==> src/sv/avfet_pkg.sv <==
`timescale 1ns / 1ps
// Shared types and constants of the escape-time fractal block.
// No dependencies; imported by every module of the block.
package avfet_pkg;

  // Fixed field widths
  localparam int unsigned IN_W      = 32;   // c_real / c_imag, Q4.28
  localparam int unsigned IN_FRAC   = 28;
  localparam int unsigned OUT_W     = 48;   // final_real / final_imag
  localparam int unsigned CNT_W     = 16;   // max_iter / iteration_count
  localparam int unsigned MODE_W    = 2;
  localparam int unsigned CFG_IDX_W = 1;
  localparam int unsigned CFG_DW    = 16;

  localparam logic [CNT_W-1:0] MAX_ITER_RST = 16'd256;
  localparam logic [1:0]       EXTRA_ITERS  = 2'd2;   // iterations after escape

  // Configuration register indexes
  localparam logic [CFG_IDX_W-1:0] CFG_MAX_ITER     = 1'b0;
  localparam logic [CFG_IDX_W-1:0] CFG_FORMULA_MODE = 1'b1;

  typedef enum logic [MODE_W-1:0] {
    FM_BURNING_SHIP = 2'd0,
    FM_CELTIC       = 2'd1,
    FM_VARIANT      = 2'd2,
    FM_BIRD_OF_PREY = 2'd3
  } formula_mode_e;

  typedef enum logic [2:0] {
    ST_IDLE,
    ST_CHECK,
    ST_XX,
    ST_YY,
    ST_XY,
    ST_COMB,
    ST_UPD,
    ST_DONE
  } core_state_e;

  // Request from the sequencer to the shared multiplier
  typedef struct packed {
    logic start;    // latch operands and begin a product
    logic square;   // a == b: skip the duplicate cross term
    logic abs_b;    // saturating absolute value of b before multiplying
  } mul_req_t;

endpackage

==> src/sv/avfet_mul.sv <==
`timescale 1ns / 1ps
// Shared multi-cycle saturating fixed-point multiplier (half-word partial products).
// Depends on avfet_pkg.
module avfet_mul import avfet_pkg::*; #(
  parameter int unsigned WORD_BITS = 48,
  parameter int unsigned FRAC_BITS = 32
) (
  input  logic                        clk_i,
  input  logic                        rst_ni,
  input  mul_req_t                    req_i,
  input  logic signed [WORD_BITS-1:0] a_i,
  input  logic signed [WORD_BITS-1:0] b_i,
  output logic                        done_o,
  output logic signed [WORD_BITS-1:0] p_o
);

  localparam int unsigned W     = WORD_BITS;
  localparam int unsigned F     = FRAC_BITS;
  localparam int unsigned H     = (W + 1) / 2;
  localparam int unsigned ACC_W = 2 * W;

  localparam logic signed [W-1:0] WMAX = {1'b0, {(W-1){1'b1}}};
  localparam logic signed [W-1:0] WMIN = {1'b1, {(W-1){1'b0}}};

  localparam logic [2:0] STEPS_SQ  = 3'd3;
  localparam logic [2:0] STEPS_GEN = 3'd4;

  typedef enum logic [1:0] {
    SH_NONE,
    SH_HALF,
    SH_HALF_X2,
    SH_FULL
  } pp_shift_e;

  logic                 busy_q;
  logic [2:0]           cnt_q;
  logic [W-1:0]         a_q, b_q;
  logic                 neg_q, sq_q;
  logic [2*H-1:0]       pp_q;
  pp_shift_e            sh_q, sh_d;
  logic                 ppv_q;
  logic [ACC_W-1:0]     acc_q;
  logic signed [W-1:0]  p_q;
  logic                 done_q;

  logic [W-1:0]         a_mag, b_mag;
  logic                 neg_d;
  logic [2:0]           steps;
  logic                 issue, finish;
  logic [H-1:0]         a_lo, a_hi, b_lo, b_hi, op_a, op_b;
  logic [2*H-1:0]       prod;
  logic [ACC_W-1:0]     pp_ext;
  logic                 ovf;
  logic [W-2:0]         mag;
  logic signed [W-1:0]  sat_p;

  // Operand magnitudes and product sign
  always_comb begin
    a_mag = a_i[W-1] ? $unsigned(-a_i) : $unsigned(a_i);
    if (req_i.abs_b && (b_i == WMIN)) begin
      b_mag = $unsigned(WMAX);
    end else begin
      b_mag = b_i[W-1] ? $unsigned(-b_i) : $unsigned(b_i);
    end
    neg_d = req_i.abs_b ? a_i[W-1] : (a_i[W-1] ^ b_i[W-1]);
  end

  assign steps  = sq_q ? STEPS_SQ : STEPS_GEN;
  assign issue  = busy_q && (cnt_q < steps);
  assign finish = busy_q && (cnt_q == steps + 3'd1);

  assign a_lo = a_q[H-1:0];
  assign a_hi = H'(a_q[W-1:H]);
  assign b_lo = b_q[H-1:0];
  assign b_hi = H'(b_q[W-1:H]);

  // Partial product schedule
  always_comb begin
    unique case (cnt_q[1:0])
      2'd0: begin
        op_a = a_lo; op_b = b_lo; sh_d = SH_NONE;
      end
      2'd1: begin
        op_a = a_lo; op_b = b_hi; sh_d = sq_q ? SH_HALF_X2 : SH_HALF;
      end
      2'd2: begin
        op_a = sq_q ? a_hi : a_hi;
        op_b = sq_q ? b_hi : b_lo;
        sh_d = sq_q ? SH_FULL : SH_HALF;
      end
      default: begin
        op_a = a_hi; op_b = b_hi; sh_d = SH_FULL;
      end
    endcase
  end

  assign prod = op_a * op_b;

  always_comb begin
    unique case (sh_q)
      SH_NONE:    pp_ext = ACC_W'(pp_q);
      SH_HALF:    pp_ext = ACC_W'(pp_q) << H;
      SH_HALF_X2: pp_ext = ACC_W'(pp_q) << (H + 1);
      default:    pp_ext = ACC_W'(pp_q) << (2 * H);
    endcase
  end

  // Drop the fraction, saturate, apply sign
  always_comb begin
    ovf = |acc_q[ACC_W-1:F+W-1];
    mag = acc_q[F+W-2:F];
    if (ovf) begin
      sat_p = neg_q ? WMIN : WMAX;
    end else if (neg_q) begin
      sat_p = -$signed({1'b0, mag});
    end else begin
      sat_p = $signed({1'b0, mag});
    end
  end

  always_ff @(posedge clk_i or negedge rst_ni) begin
    if (!rst_ni) begin
      busy_q <= 1'b0;
      cnt_q  <= 3'd0;
      ppv_q  <= 1'b0;
      done_q <= 1'b0;
    end else begin
      ppv_q  <= issue;
      done_q <= finish;
      if (req_i.start) begin
        busy_q <= 1'b1;
        cnt_q  <= 3'd0;
      end else if (busy_q) begin
        if (finish) begin
          busy_q <= 1'b0;
        end else begin
          cnt_q <= cnt_q + 3'd1;
        end
      end
    end
  end

  always_ff @(posedge clk_i) begin
    if (req_i.start) begin
      a_q   <= a_mag;
      b_q   <= b_mag;
      neg_q <= neg_d;
      sq_q  <= req_i.square;
      acc_q <= '0;
    end else if (ppv_q) begin
      acc_q <= acc_q + pp_ext;
    end
    if (issue) begin
      pp_q <= prod;
      sh_q <= sh_d;
    end
    if (finish) begin
      p_q <= sat_p;
    end
  end

  assign done_o = done_q;
  assign p_o    = p_q;

endmodule

==> src/sv/avfet_core.sv <==
`timescale 1ns / 1ps
// Iteration sequencer: z state, formula combine, escape test and count.
// Depends on avfet_pkg; drives the shared avfet_mul unit.
module avfet_core import avfet_pkg::*; #(
  parameter int unsigned WORD_BITS = 48,
  parameter int unsigned FRAC_BITS = 32
) (
  input  logic                        clk_i,
  input  logic                        rst_ni,
  input  logic                        start_i,
  input  logic signed [WORD_BITS-1:0] cx_i,
  input  logic signed [WORD_BITS-1:0] cy_i,
  input  logic [CNT_W-1:0]            max_iter_i,
  input  formula_mode_e               mode_i,
  output logic                        idle_o,
  output logic                        res_valid_o,
  input  logic                        res_ready_i,
  output logic [CNT_W-1:0]            count_o,
  output logic                        escaped_o,
  output logic signed [WORD_BITS-1:0] zr_o,
  output logic signed [WORD_BITS-1:0] zi_o,
  output mul_req_t                    mul_req_o,
  output logic signed [WORD_BITS-1:0] mul_a_o,
  output logic signed [WORD_BITS-1:0] mul_b_o,
  input  logic                        mul_done_i,
  input  logic signed [WORD_BITS-1:0] mul_p_i
);

  localparam int unsigned W = WORD_BITS;
  localparam int unsigned F = FRAC_BITS;

  localparam logic signed [W-1:0] WMAX = {1'b0, {(W-1){1'b1}}};
  localparam logic signed [W-1:0] WMIN = {1'b1, {(W-1){1'b0}}};
  localparam logic [W+3:0] ESC_LIM = {{(W+3){1'b0}}, 1'b1} << (F + 2);

  function automatic logic signed [W-1:0] sat_add(input logic signed [W-1:0] a,
                                                  input logic signed [W-1:0] b);
    logic [W:0] s;
    s = {a[W-1], a} + {b[W-1], b};
    if (s[W] != s[W-1]) begin
      return s[W] ? WMIN : WMAX;
    end
    return s[W-1:0];
  endfunction

  core_state_e          state_q, state_d;
  logic signed [W-1:0]  x_q, y_q, cx_q, cy_q;
  logic signed [W-1:0]  re2_q, im2_q, p_q;
  logic [CNT_W:0]       count_q;
  logic [1:0]           extra_q;
  logic                 esc_q, escn_q;

  logic                 go;
  logic                 fold;
  logic signed [W-1:0]  diff, dsel, p_abs, p2;
  logic [W+3:0]         mag2;
  logic                 esc_now;

  assign go = esc_q ? (extra_q != 2'd0) : (count_q < {1'b0, max_iter_i});

  // Next state and multiplier requests
  always_comb begin
    state_d   = state_q;
    mul_req_o = '0;
    mul_a_o   = x_q;
    mul_b_o   = x_q;
    unique case (state_q)
      ST_IDLE: begin
        if (start_i) state_d = ST_CHECK;
      end
      ST_CHECK: begin
        if (go) begin
          mul_req_o.start  = 1'b1;
          mul_req_o.square = 1'b1;
          state_d          = ST_XX;
        end else begin
          state_d = ST_DONE;
        end
      end
      ST_XX: begin
        mul_a_o          = y_q;
        mul_b_o          = y_q;
        mul_req_o.square = 1'b1;
        if (mul_done_i) begin
          mul_req_o.start = 1'b1;
          state_d         = ST_YY;
        end
      end
      ST_YY: begin
        mul_a_o         = x_q;
        mul_b_o         = y_q;
        mul_req_o.abs_b = (mode_i == FM_BIRD_OF_PREY);
        if (mul_done_i) begin
          mul_req_o.start = 1'b1;
          state_d         = ST_XY;
        end
      end
      ST_XY: begin
        if (mul_done_i) state_d = ST_COMB;
      end
      ST_COMB: state_d = ST_UPD;
      ST_UPD:  state_d = ST_CHECK;
      default: begin
        if (res_ready_i) state_d = ST_IDLE;
      end
    endcase
  end

  // Formula combine: fold of the real part, doubled (Burning Ship: absolute) cross term, escape test
  always_comb begin
    fold = (mode_i == FM_CELTIC) || ((mode_i == FM_VARIANT) && count_q[0]);
    diff = re2_q - im2_q;
    dsel = (fold && diff[W-1]) ? -diff : diff;
    if ((mode_i == FM_BURNING_SHIP) && p_q[W-1]) begin
      p_abs = (p_q == WMIN) ? WMAX : -p_q;
    end else begin
      p_abs = p_q;
    end
    p2      = sat_add(p_abs, p_abs);
    mag2    = {4'b0000, re2_q} + {4'b0000, im2_q};
    esc_now = mag2 > ESC_LIM;
  end

  always_ff @(posedge clk_i or negedge rst_ni) begin
    if (!rst_ni) begin
      state_q <= ST_IDLE;
      count_q <= '0;
      extra_q <= 2'd0;
      esc_q   <= 1'b0;
    end else begin
      state_q <= state_d;
      if ((state_q == ST_IDLE) && start_i) begin
        count_q <= (CNT_W+1)'(1);
        extra_q <= 2'd0;
        esc_q   <= 1'b0;
      end else if (state_q == ST_UPD) begin
        if (esc_q) begin
          extra_q <= extra_q - 2'd1;
          if (extra_q == EXTRA_ITERS) count_q <= count_q + (CNT_W+1)'(1);
        end else begin
          count_q <= count_q + (CNT_W+1)'(1);
          if (escn_q) begin
            esc_q   <= 1'b1;
            extra_q <= EXTRA_ITERS;
          end
        end
      end
    end
  end

  always_ff @(posedge clk_i) begin
    unique case (state_q)
      ST_IDLE: begin
        if (start_i) begin
          x_q  <= cx_i;
          y_q  <= cy_i;
          cx_q <= cx_i;
          cy_q <= cy_i;
        end
      end
      ST_XX: begin
        if (mul_done_i) re2_q <= mul_p_i;
      end
      ST_YY: begin
        if (mul_done_i) im2_q <= mul_p_i;
      end
      ST_XY: begin
        if (mul_done_i) p_q <= mul_p_i;
      end
      ST_COMB: begin
        re2_q  <= dsel;
        p_q    <= p2;
        escn_q <= esc_now;
      end
      ST_UPD: begin
        x_q <= sat_add(re2_q, cx_q);
        y_q <= sat_add(p_q, cy_q);
      end
      default: begin
      end
    endcase
  end

  assign idle_o      = (state_q == ST_IDLE);
  assign res_valid_o = (state_q == ST_DONE);
  assign count_o     = count_q[CNT_W] ? {CNT_W{1'b1}} : count_q[CNT_W-1:0];
  assign escaped_o   = esc_q;
  assign zr_o        = x_q;
  assign zi_o        = y_q;

endmodule

==> src/sv/abs_variant_fractal_escape_time_top.sv <==
`timescale 1ns / 1ps
// Top level of the escape-time fractal block: config registers, input scaling,
// output register. Depends on avfet_pkg, avfet_core and avfet_mul.
//
//   channel  | handshake                 | payload
//   ---------+---------------------------+--------------------------------------
//   in       | in_valid_i / in_ready_o   | c_real_i, c_imag_i (Q4.28)
//   out      | out_valid_o / out_ready_i | iteration_count_o, escaped_o,
//            |                           | final_real_o, final_imag_o
//   cfg      | cfg_we_i (no wait)        | cfg_idx_i, cfg_wdata_i
//
// Each iteration runs three products (x*x, y*y, x*y) through a single half-word
// multiplier, plus the combine and update states and the loop test.
// in_ready_o is high only while the sequencer is idle; a finished result moves to
// the output register once it is empty or draining and waits there, so the next
// pixel may start while it waits.
// Reset clears config to max_iter 256, formula 0 and drops any transaction.
module abs_variant_fractal_escape_time_top import avfet_pkg::*; #(
  parameter int unsigned WORD_BITS = 48,
  parameter int unsigned FRAC_BITS = 32
) (
  input  logic                    clk_i,
  input  logic                    rst_ni,
  // input transaction
  input  logic                    in_valid_i,
  output logic                    in_ready_o,
  input  logic signed [IN_W-1:0]  c_real_i,
  input  logic signed [IN_W-1:0]  c_imag_i,
  // output transaction
  output logic                    out_valid_o,
  input  logic                    out_ready_i,
  output logic [CNT_W-1:0]        iteration_count_o,
  output logic                    escaped_o,
  output logic signed [OUT_W-1:0] final_real_o,
  output logic signed [OUT_W-1:0] final_imag_o,
  // configuration writes
  input  logic                    cfg_we_i,
  input  logic [CFG_IDX_W-1:0]    cfg_idx_i,
  input  logic [CFG_DW-1:0]       cfg_wdata_i
);

  localparam int unsigned W   = WORD_BITS;
  localparam int unsigned F   = FRAC_BITS;
  // Q4.28 -> internal format: scale up exactly or floor-shift down
  localparam int unsigned SHL = (F >= IN_FRAC) ? (F - IN_FRAC) : 0;
  localparam int unsigned SHR = (F <  IN_FRAC) ? (IN_FRAC - F) : 0;
  localparam int unsigned CW  = IN_W + 1 + SHL;
  localparam int unsigned XW  = CW + W;

  localparam logic signed [W-1:0] WMAX = {1'b0, {(W-1){1'b1}}};
  localparam logic signed [W-1:0] WMIN = {1'b1, {(W-1){1'b0}}};

  function automatic logic signed [W-1:0] to_word(input logic signed [IN_W:0] v);
    logic signed [CW-1:0] wide;
    logic signed [XW-1:0] ext;
    wide = CW'(v);
    wide = wide <<< SHL;
    wide = wide >>> SHR;
    ext  = XW'(wide);
    if (ext > XW'(WMAX)) begin
      return WMAX;
    end else if (ext < XW'(WMIN)) begin
      return WMIN;
    end
    return W'(ext);
  endfunction

  // Config registers
  logic [CNT_W-1:0] max_iter_q;
  formula_mode_e    mode_q;

  always_ff @(posedge clk_i or negedge rst_ni) begin
    if (!rst_ni) begin
      max_iter_q <= MAX_ITER_RST;
      mode_q     <= FM_BURNING_SHIP;
    end else if (cfg_we_i) begin
      unique case (cfg_idx_i)
        CFG_MAX_ITER:     max_iter_q <= cfg_wdata_i[CNT_W-1:0];
        CFG_FORMULA_MODE: mode_q     <= formula_mode_e'(cfg_wdata_i[MODE_W-1:0]);
        default: begin
        end
      endcase
    end
  end

  // Convert and conjugate the pixel coordinate
  logic signed [IN_W:0] cr_ext, ci_ext, ci_neg;
  logic signed [W-1:0]  cx, cy;

  assign cr_ext = $signed({c_real_i[IN_W-1], c_real_i});
  assign ci_ext = $signed({c_imag_i[IN_W-1], c_imag_i});
  assign ci_neg = -ci_ext;
  assign cx     = to_word(cr_ext);
  assign cy     = to_word(ci_neg);

  // Sequencer and shared multiplier
  logic                core_idle, res_valid, res_ready;
  logic [CNT_W-1:0]    res_count;
  logic                res_esc;
  logic signed [W-1:0] res_zr, res_zi;
  mul_req_t            mul_req;
  logic signed [W-1:0] mul_a, mul_b, mul_p;
  logic                mul_done;

  assign in_ready_o = core_idle;

  avfet_core #(
    .WORD_BITS (WORD_BITS),
    .FRAC_BITS (FRAC_BITS)
  ) u_core (
    .clk_i       (clk_i),
    .rst_ni      (rst_ni),
    .start_i     (in_valid_i && core_idle),
    .cx_i        (cx),
    .cy_i        (cy),
    .max_iter_i  (max_iter_q),
    .mode_i      (mode_q),
    .idle_o      (core_idle),
    .res_valid_o (res_valid),
    .res_ready_i (res_ready),
    .count_o     (res_count),
    .escaped_o   (res_esc),
    .zr_o        (res_zr),
    .zi_o        (res_zi),
    .mul_req_o   (mul_req),
    .mul_a_o     (mul_a),
    .mul_b_o     (mul_b),
    .mul_done_i  (mul_done),
    .mul_p_i     (mul_p)
  );

  avfet_mul #(
    .WORD_BITS (WORD_BITS),
    .FRAC_BITS (FRAC_BITS)
  ) u_mul (
    .clk_i  (clk_i),
    .rst_ni (rst_ni),
    .req_i  (mul_req),
    .a_i    (mul_a),
    .b_i    (mul_b),
    .done_o (mul_done),
    .p_o    (mul_p)
  );

  // Output register: take a result whenever the slot is empty or draining
  logic                    out_valid_q;
  logic [CNT_W-1:0]        count_q;
  logic                    esc_q;
  logic signed [OUT_W-1:0] zr_q, zi_q;

  assign res_ready = !out_valid_q || out_ready_i;

  always_ff @(posedge clk_i or negedge rst_ni) begin
    if (!rst_ni) begin
      out_valid_q <= 1'b0;
    end else if (res_valid && res_ready) begin
      out_valid_q <= 1'b1;
    end else if (out_ready_i) begin
      out_valid_q <= 1'b0;
    end
  end

  // Hold payload while the transaction waits; low OUT_W bits, sign-extended if narrower
  always_ff @(posedge clk_i) begin
    if (res_valid && res_ready) begin
      count_q <= res_count;
      esc_q   <= res_esc;
      zr_q    <= OUT_W'(res_zr);
      zi_q    <= OUT_W'(res_zi);
    end
  end

  assign out_valid_o       = out_valid_q;
  assign iteration_count_o = count_q;
  assign escaped_o         = esc_q;
  assign final_real_o      = zr_q;
  assign final_imag_o      = zi_q;

endmodule

==> config.mk <==
export PLATFORM = sky130hd
export DESIGN_NAME = abs_variant_fractal_escape_time_top
export DESIGN_NICKNAME = d
export VERILOG_FILES = /design/src/sv/avfet_pkg.sv /design/src/sv/avfet_mul.sv /design/src/sv/avfet_core.sv /design/src/sv/abs_variant_fractal_escape_time_top.sv
export SDC_FILE = /design/constraint.sdc
export NUM_CORES = 2
export LEC_CHECK = 0
export BUFFER_PORTS_ARGS = -buffer_cell sky130_fd_sc_hd__buf_2
export CAP_MARGIN = 20
export CORE_ASPECT_RATIO = 1.4
export CORE_MARGIN = 2
export CORE_UTILIZATION = 55
export CTS_CLUSTER_SIZE = 10
export DETAILED_ROUTE_END_ITERATION = 7
export PLACE_DENSITY = 0.83
export SYNTH_ARGS = -nofsm -noshare
export SYNTH_HDL_FRONTEND = slang
export SYNTH_HIERARCHICAL = 1
export SYNTH_SLANG_ARGS = --single-unit
==> constraint.sdc <==
create_clock -name clk_i -period 11 [get_ports clk_i]
set_input_delay 3.3 -clock clk_i [delete_from_list [all_inputs] [get_ports clk_i]]
set_output_delay 3.3 -clock clk_i [all_outputs]
set_load 0.01 [all_outputs]
==> results.toml <==
[final_layout]
fillers = 11400
seq_area_um2 = 22500
drive_gt1_share_pct = 8.61
nets = 9254
finalNonFillerCells = 10000
multi_input_area_um2 = 47200
syn2layout_area_growth_pct = 7.38
mostFrequentLayoutCells = "nand2_1 (837), nor2_1 (780), inv_1 (737)"
layout_commonest_cell = "nand2_1"
fin_util_pct = 59.3

[timing]
worstMarginPinSlew_ns = 1.48
slew_violations = 0
period_minus_slack_ns = 9.82
fin_skew_ns = 0.0651
hold_viol_final = 0
fin_tns_setup_ns = 0
max-slew-margin-rel_pct = 1.16
fmax_mhz = 102
fin_crit_sh_pct = 89.3
setup_viol = 0
rsz0062_at_grt = "false"

[worst_setup_path]
r2r_start = "u_mul/cnt_q[1]$_DFFE_PN0P_"
critPathKind = "reg -> reg"
arrival_ns = 10.27
start_kind = "flip-flop"
max_stage_delay_ns = 0.84
critPathRequiredTime_ns = 11.45
cp-end-kind = "flip-flop"
path_max_fanout = 23
crit_top_cell = "fa_1"
critPathSlowestCell = "mux2i_1"
r2r-end = "u_mul/pp_q[46]$_DFFE_PP_"
r2r_setup_slack_ns = 1.18
r2r_cells = 28

[global_route]
antenna_found_initial = 14
grt_pass1_vias = 63300
grt_pass1_wl_um = 389000
grt_use_total_pct = 37.6
grt_max_degree = 94
globalRouteOverflowTotal = 0

[detailed_routing]
dr_wl_met3_um = 27700
dr_total_vias = 65700
antenna_left = 0
drt-pass1-iter-count = 8
drtIter0Drc = 8519
route.detailed.drc = 1
post_drt_wl_per_cell_um = 26.2
wl_met2_um = 118000
highest_layer = "met5"
wirelength_um = 263000
met1_length_um = 93300
vias_per_cell = 6.55

[cts]
clock_latency_ns = 0.73
cts_setup_buffers = 0
cts_made_buffers = 93
clk_pin_slew_ns = 0.06
cts_tree = "built"
htreeDepth = 3
cts_hold_buf = 0
clockBufferDepth = 3
root_buffer = "clkbuf_16"
cts_sinks = 790
cts_resized = 0

[floorplan]
core_area_um2 = 134000
initial_core_util_pct = 55.2
die_area_um2 = 137000
fp.dieW_um = 314
rows = 159
die_h_um = 438
pin_count = 201

[yosys]
synth.area.mux_share_pct = 3.29
yosys-top-cells-area = "edfxtp_1 (26%), fa_1 (13%), ha_1 (8.3%), a21oi_1 (4.3%), nand2_1 (4.3%)"
synth_area_um2 = 74000
synth_fa_ha_area_share_pct = 21.7
synth_top_family_by_area = "adder cells"
ys.flop_type = "edfxtp_1"
yosysSeqAreaShare_pct = 30.5
synthSimpleGateAreaFrac_pct = 16.4
synth_top_area_share_pct = 26.2
synth_edf_count = 646
synth_seq_cells = 790
yosys_warnings = 6
ys_async_sr_fraction_pct = 6.08
syn_area_per_cell_um2 = 9.05
synth-compound-area-share_pct = 17.1
synthCells = 8172
yosys.area.top_type = "edfxtp_1"
synth-xor-area-share_pct = 5.15
ys_types = 115

[hold_path]
hold_path_end = "u_mul/acc_q[4]$_SDFFE_PP0P_"
min_path_cells = 2
min-delay-start = "u_mul/acc_q[4]$_SDFFE_PP0P_"
hold_class = "reg -> reg"

[outcome]
status = "finished with violations"
failed_checks = "design-rule violations"

[placed_design]
io_buffers = 200
hpwl_um = 205000
placed_cells = 9864
gp_congestion = 1.09

[run]
cap_viol_max_count = 0
==> state kept, by name, indices dropped and copies added (netlist names), 3 cells and up <==
| name | count |
|---|---|
| u_core/count_q | 17 |
| u_core/cy_q | 48 |
| u_mul/pp_q | 48 |
| max_iter_q | 16 |
| u_core/zi_o | 48 |
| final_real_o | 48 |
| iteration_count_o | 16 |
| u_core/state_q | 3 |
| u_mul/a_q | 48 |
| u_core/p_q | 48 |
| u_core/cx_q | 48 |
| u_mul/b_q | 48 |
| u_mul/acc_q | 96 |
| final_imag_o | 48 |
| u_core/re2_q | 48 |
| u_core/im2_q | 48 |
| u_mul/p_o | 48 |
| u_core/zr_o | 48 |
| u_mul/cnt_q | 3 |
==> how the worst max path moves through the flow <==
stage                     depth (start not counted)  slack (ns)                        to                        from
after global routing                             31        0.80  u_mul/pp_q[43]$_DFFE_PP_  u_mul/cnt_q[1]$_DFFE_PN0P_
after global placement                           31        1.52  u_mul/pp_q[46]$_DFFE_PP_  u_mul/cnt_q[1]$_DFFE_PN0P_
final                                            28        1.18  u_mul/pp_q[46]$_DFFE_PP_  u_mul/cnt_q[1]$_DFFE_PN0P_
after floorplan                                  31        2.27  u_mul/pp_q[43]$_DFFE_PP_  u_mul/cnt_q[1]$_DFFE_PN0P_
after detailed placement                         31        1.46  u_mul/pp_q[43]$_DFFE_PP_  u_mul/cnt_q[1]$_DFFE_PN0P_
after CTS                                        31        1.31  u_mul/pp_q[43]$_DFFE_PP_  u_mul/cnt_q[1]$_DFFE_PN0P_
==> routing by layer <==
layer,global-route usage [%],up-vias
li1,-,28700
met1,45.8,31700
met2,59.5,4231
met3,7.04,1007
met4,27.7,6
met5,0,-
==> critical path, delay by kind of cell (launching register included) <==
family          cells  cell delay (ns)
simple gates        3             0.77
mux                 1             0.84
buf+inv             7             1.24
fa+ha+maj           9             4.23
flops               1             0.47
compound gates      7             1.91
xor+xnor            1             0.09
==> synthesized netlist by cell type (74+ instances only) <==
| library cell | number |
|---|---|
| inv_1 | 738 |
| edfxtp_1 | 646 |
| mux2_2 | 143 |
| clkbuf_1 | 349 |
| xor2_1 | 165 |
| ha_1 | 492 |
| nor2_1 | 784 |
| nand3_1 | 87 |
| or3_1 | 89 |
| nand2_1 | 840 |
| nor3_1 | 135 |
| nand4_1 | 87 |
| dfxtp_1 | 96 |
| nor2b_1 | 84 |
| a21oi_1 | 640 |
| mux2i_1 | 82 |
| xnor2_1 | 270 |
| o21ai_0 | 528 |
| a21o_1 | 161 |
| o31ai_1 | 74 |
| fa_1 | 487 |
==> layout make-up <==
cell class | count | share of cell area [%]
Antenna cell | 9 | 0.0284
Clock buffer | 133 | 3.24
Clock inverter | 12 | 0.274
Inverter | 741 | 3.50
Multi-Input combinational cell | 6251 | 59.5
Sequential cell | 790 | 28.4
Tap cell | 1771 | 2.79
Timing Repair Buffer | 312 | 2.33
==> cell families after synthesis <==
group           after synthesis
mux                         225
compound gates             2025
simple gates               2559
buf+inv                    1146
xor+xnor                    435
fa+ha+maj                   991
other cells                   1
flops                       790
==> per-stage QoR <==
step / hold WS, ns / worst slack, ns / instance area [µm²]
final: 0.460 / 1.18 / 79400
after global routing: 0.475 / 0.799 / 79400
after CTS: 0.458 / 1.31 / 79400
after detailed placement: 0.434 / 1.46 / 76600
after global placement: 0.442 / 1.52 / 76600
after floorplan: 0.426 / 2.27 / 74000
Power is left out: the tool's default activity adds up to more than one toggle a clock period on the data nets, which glitch-free logic cannot reach.
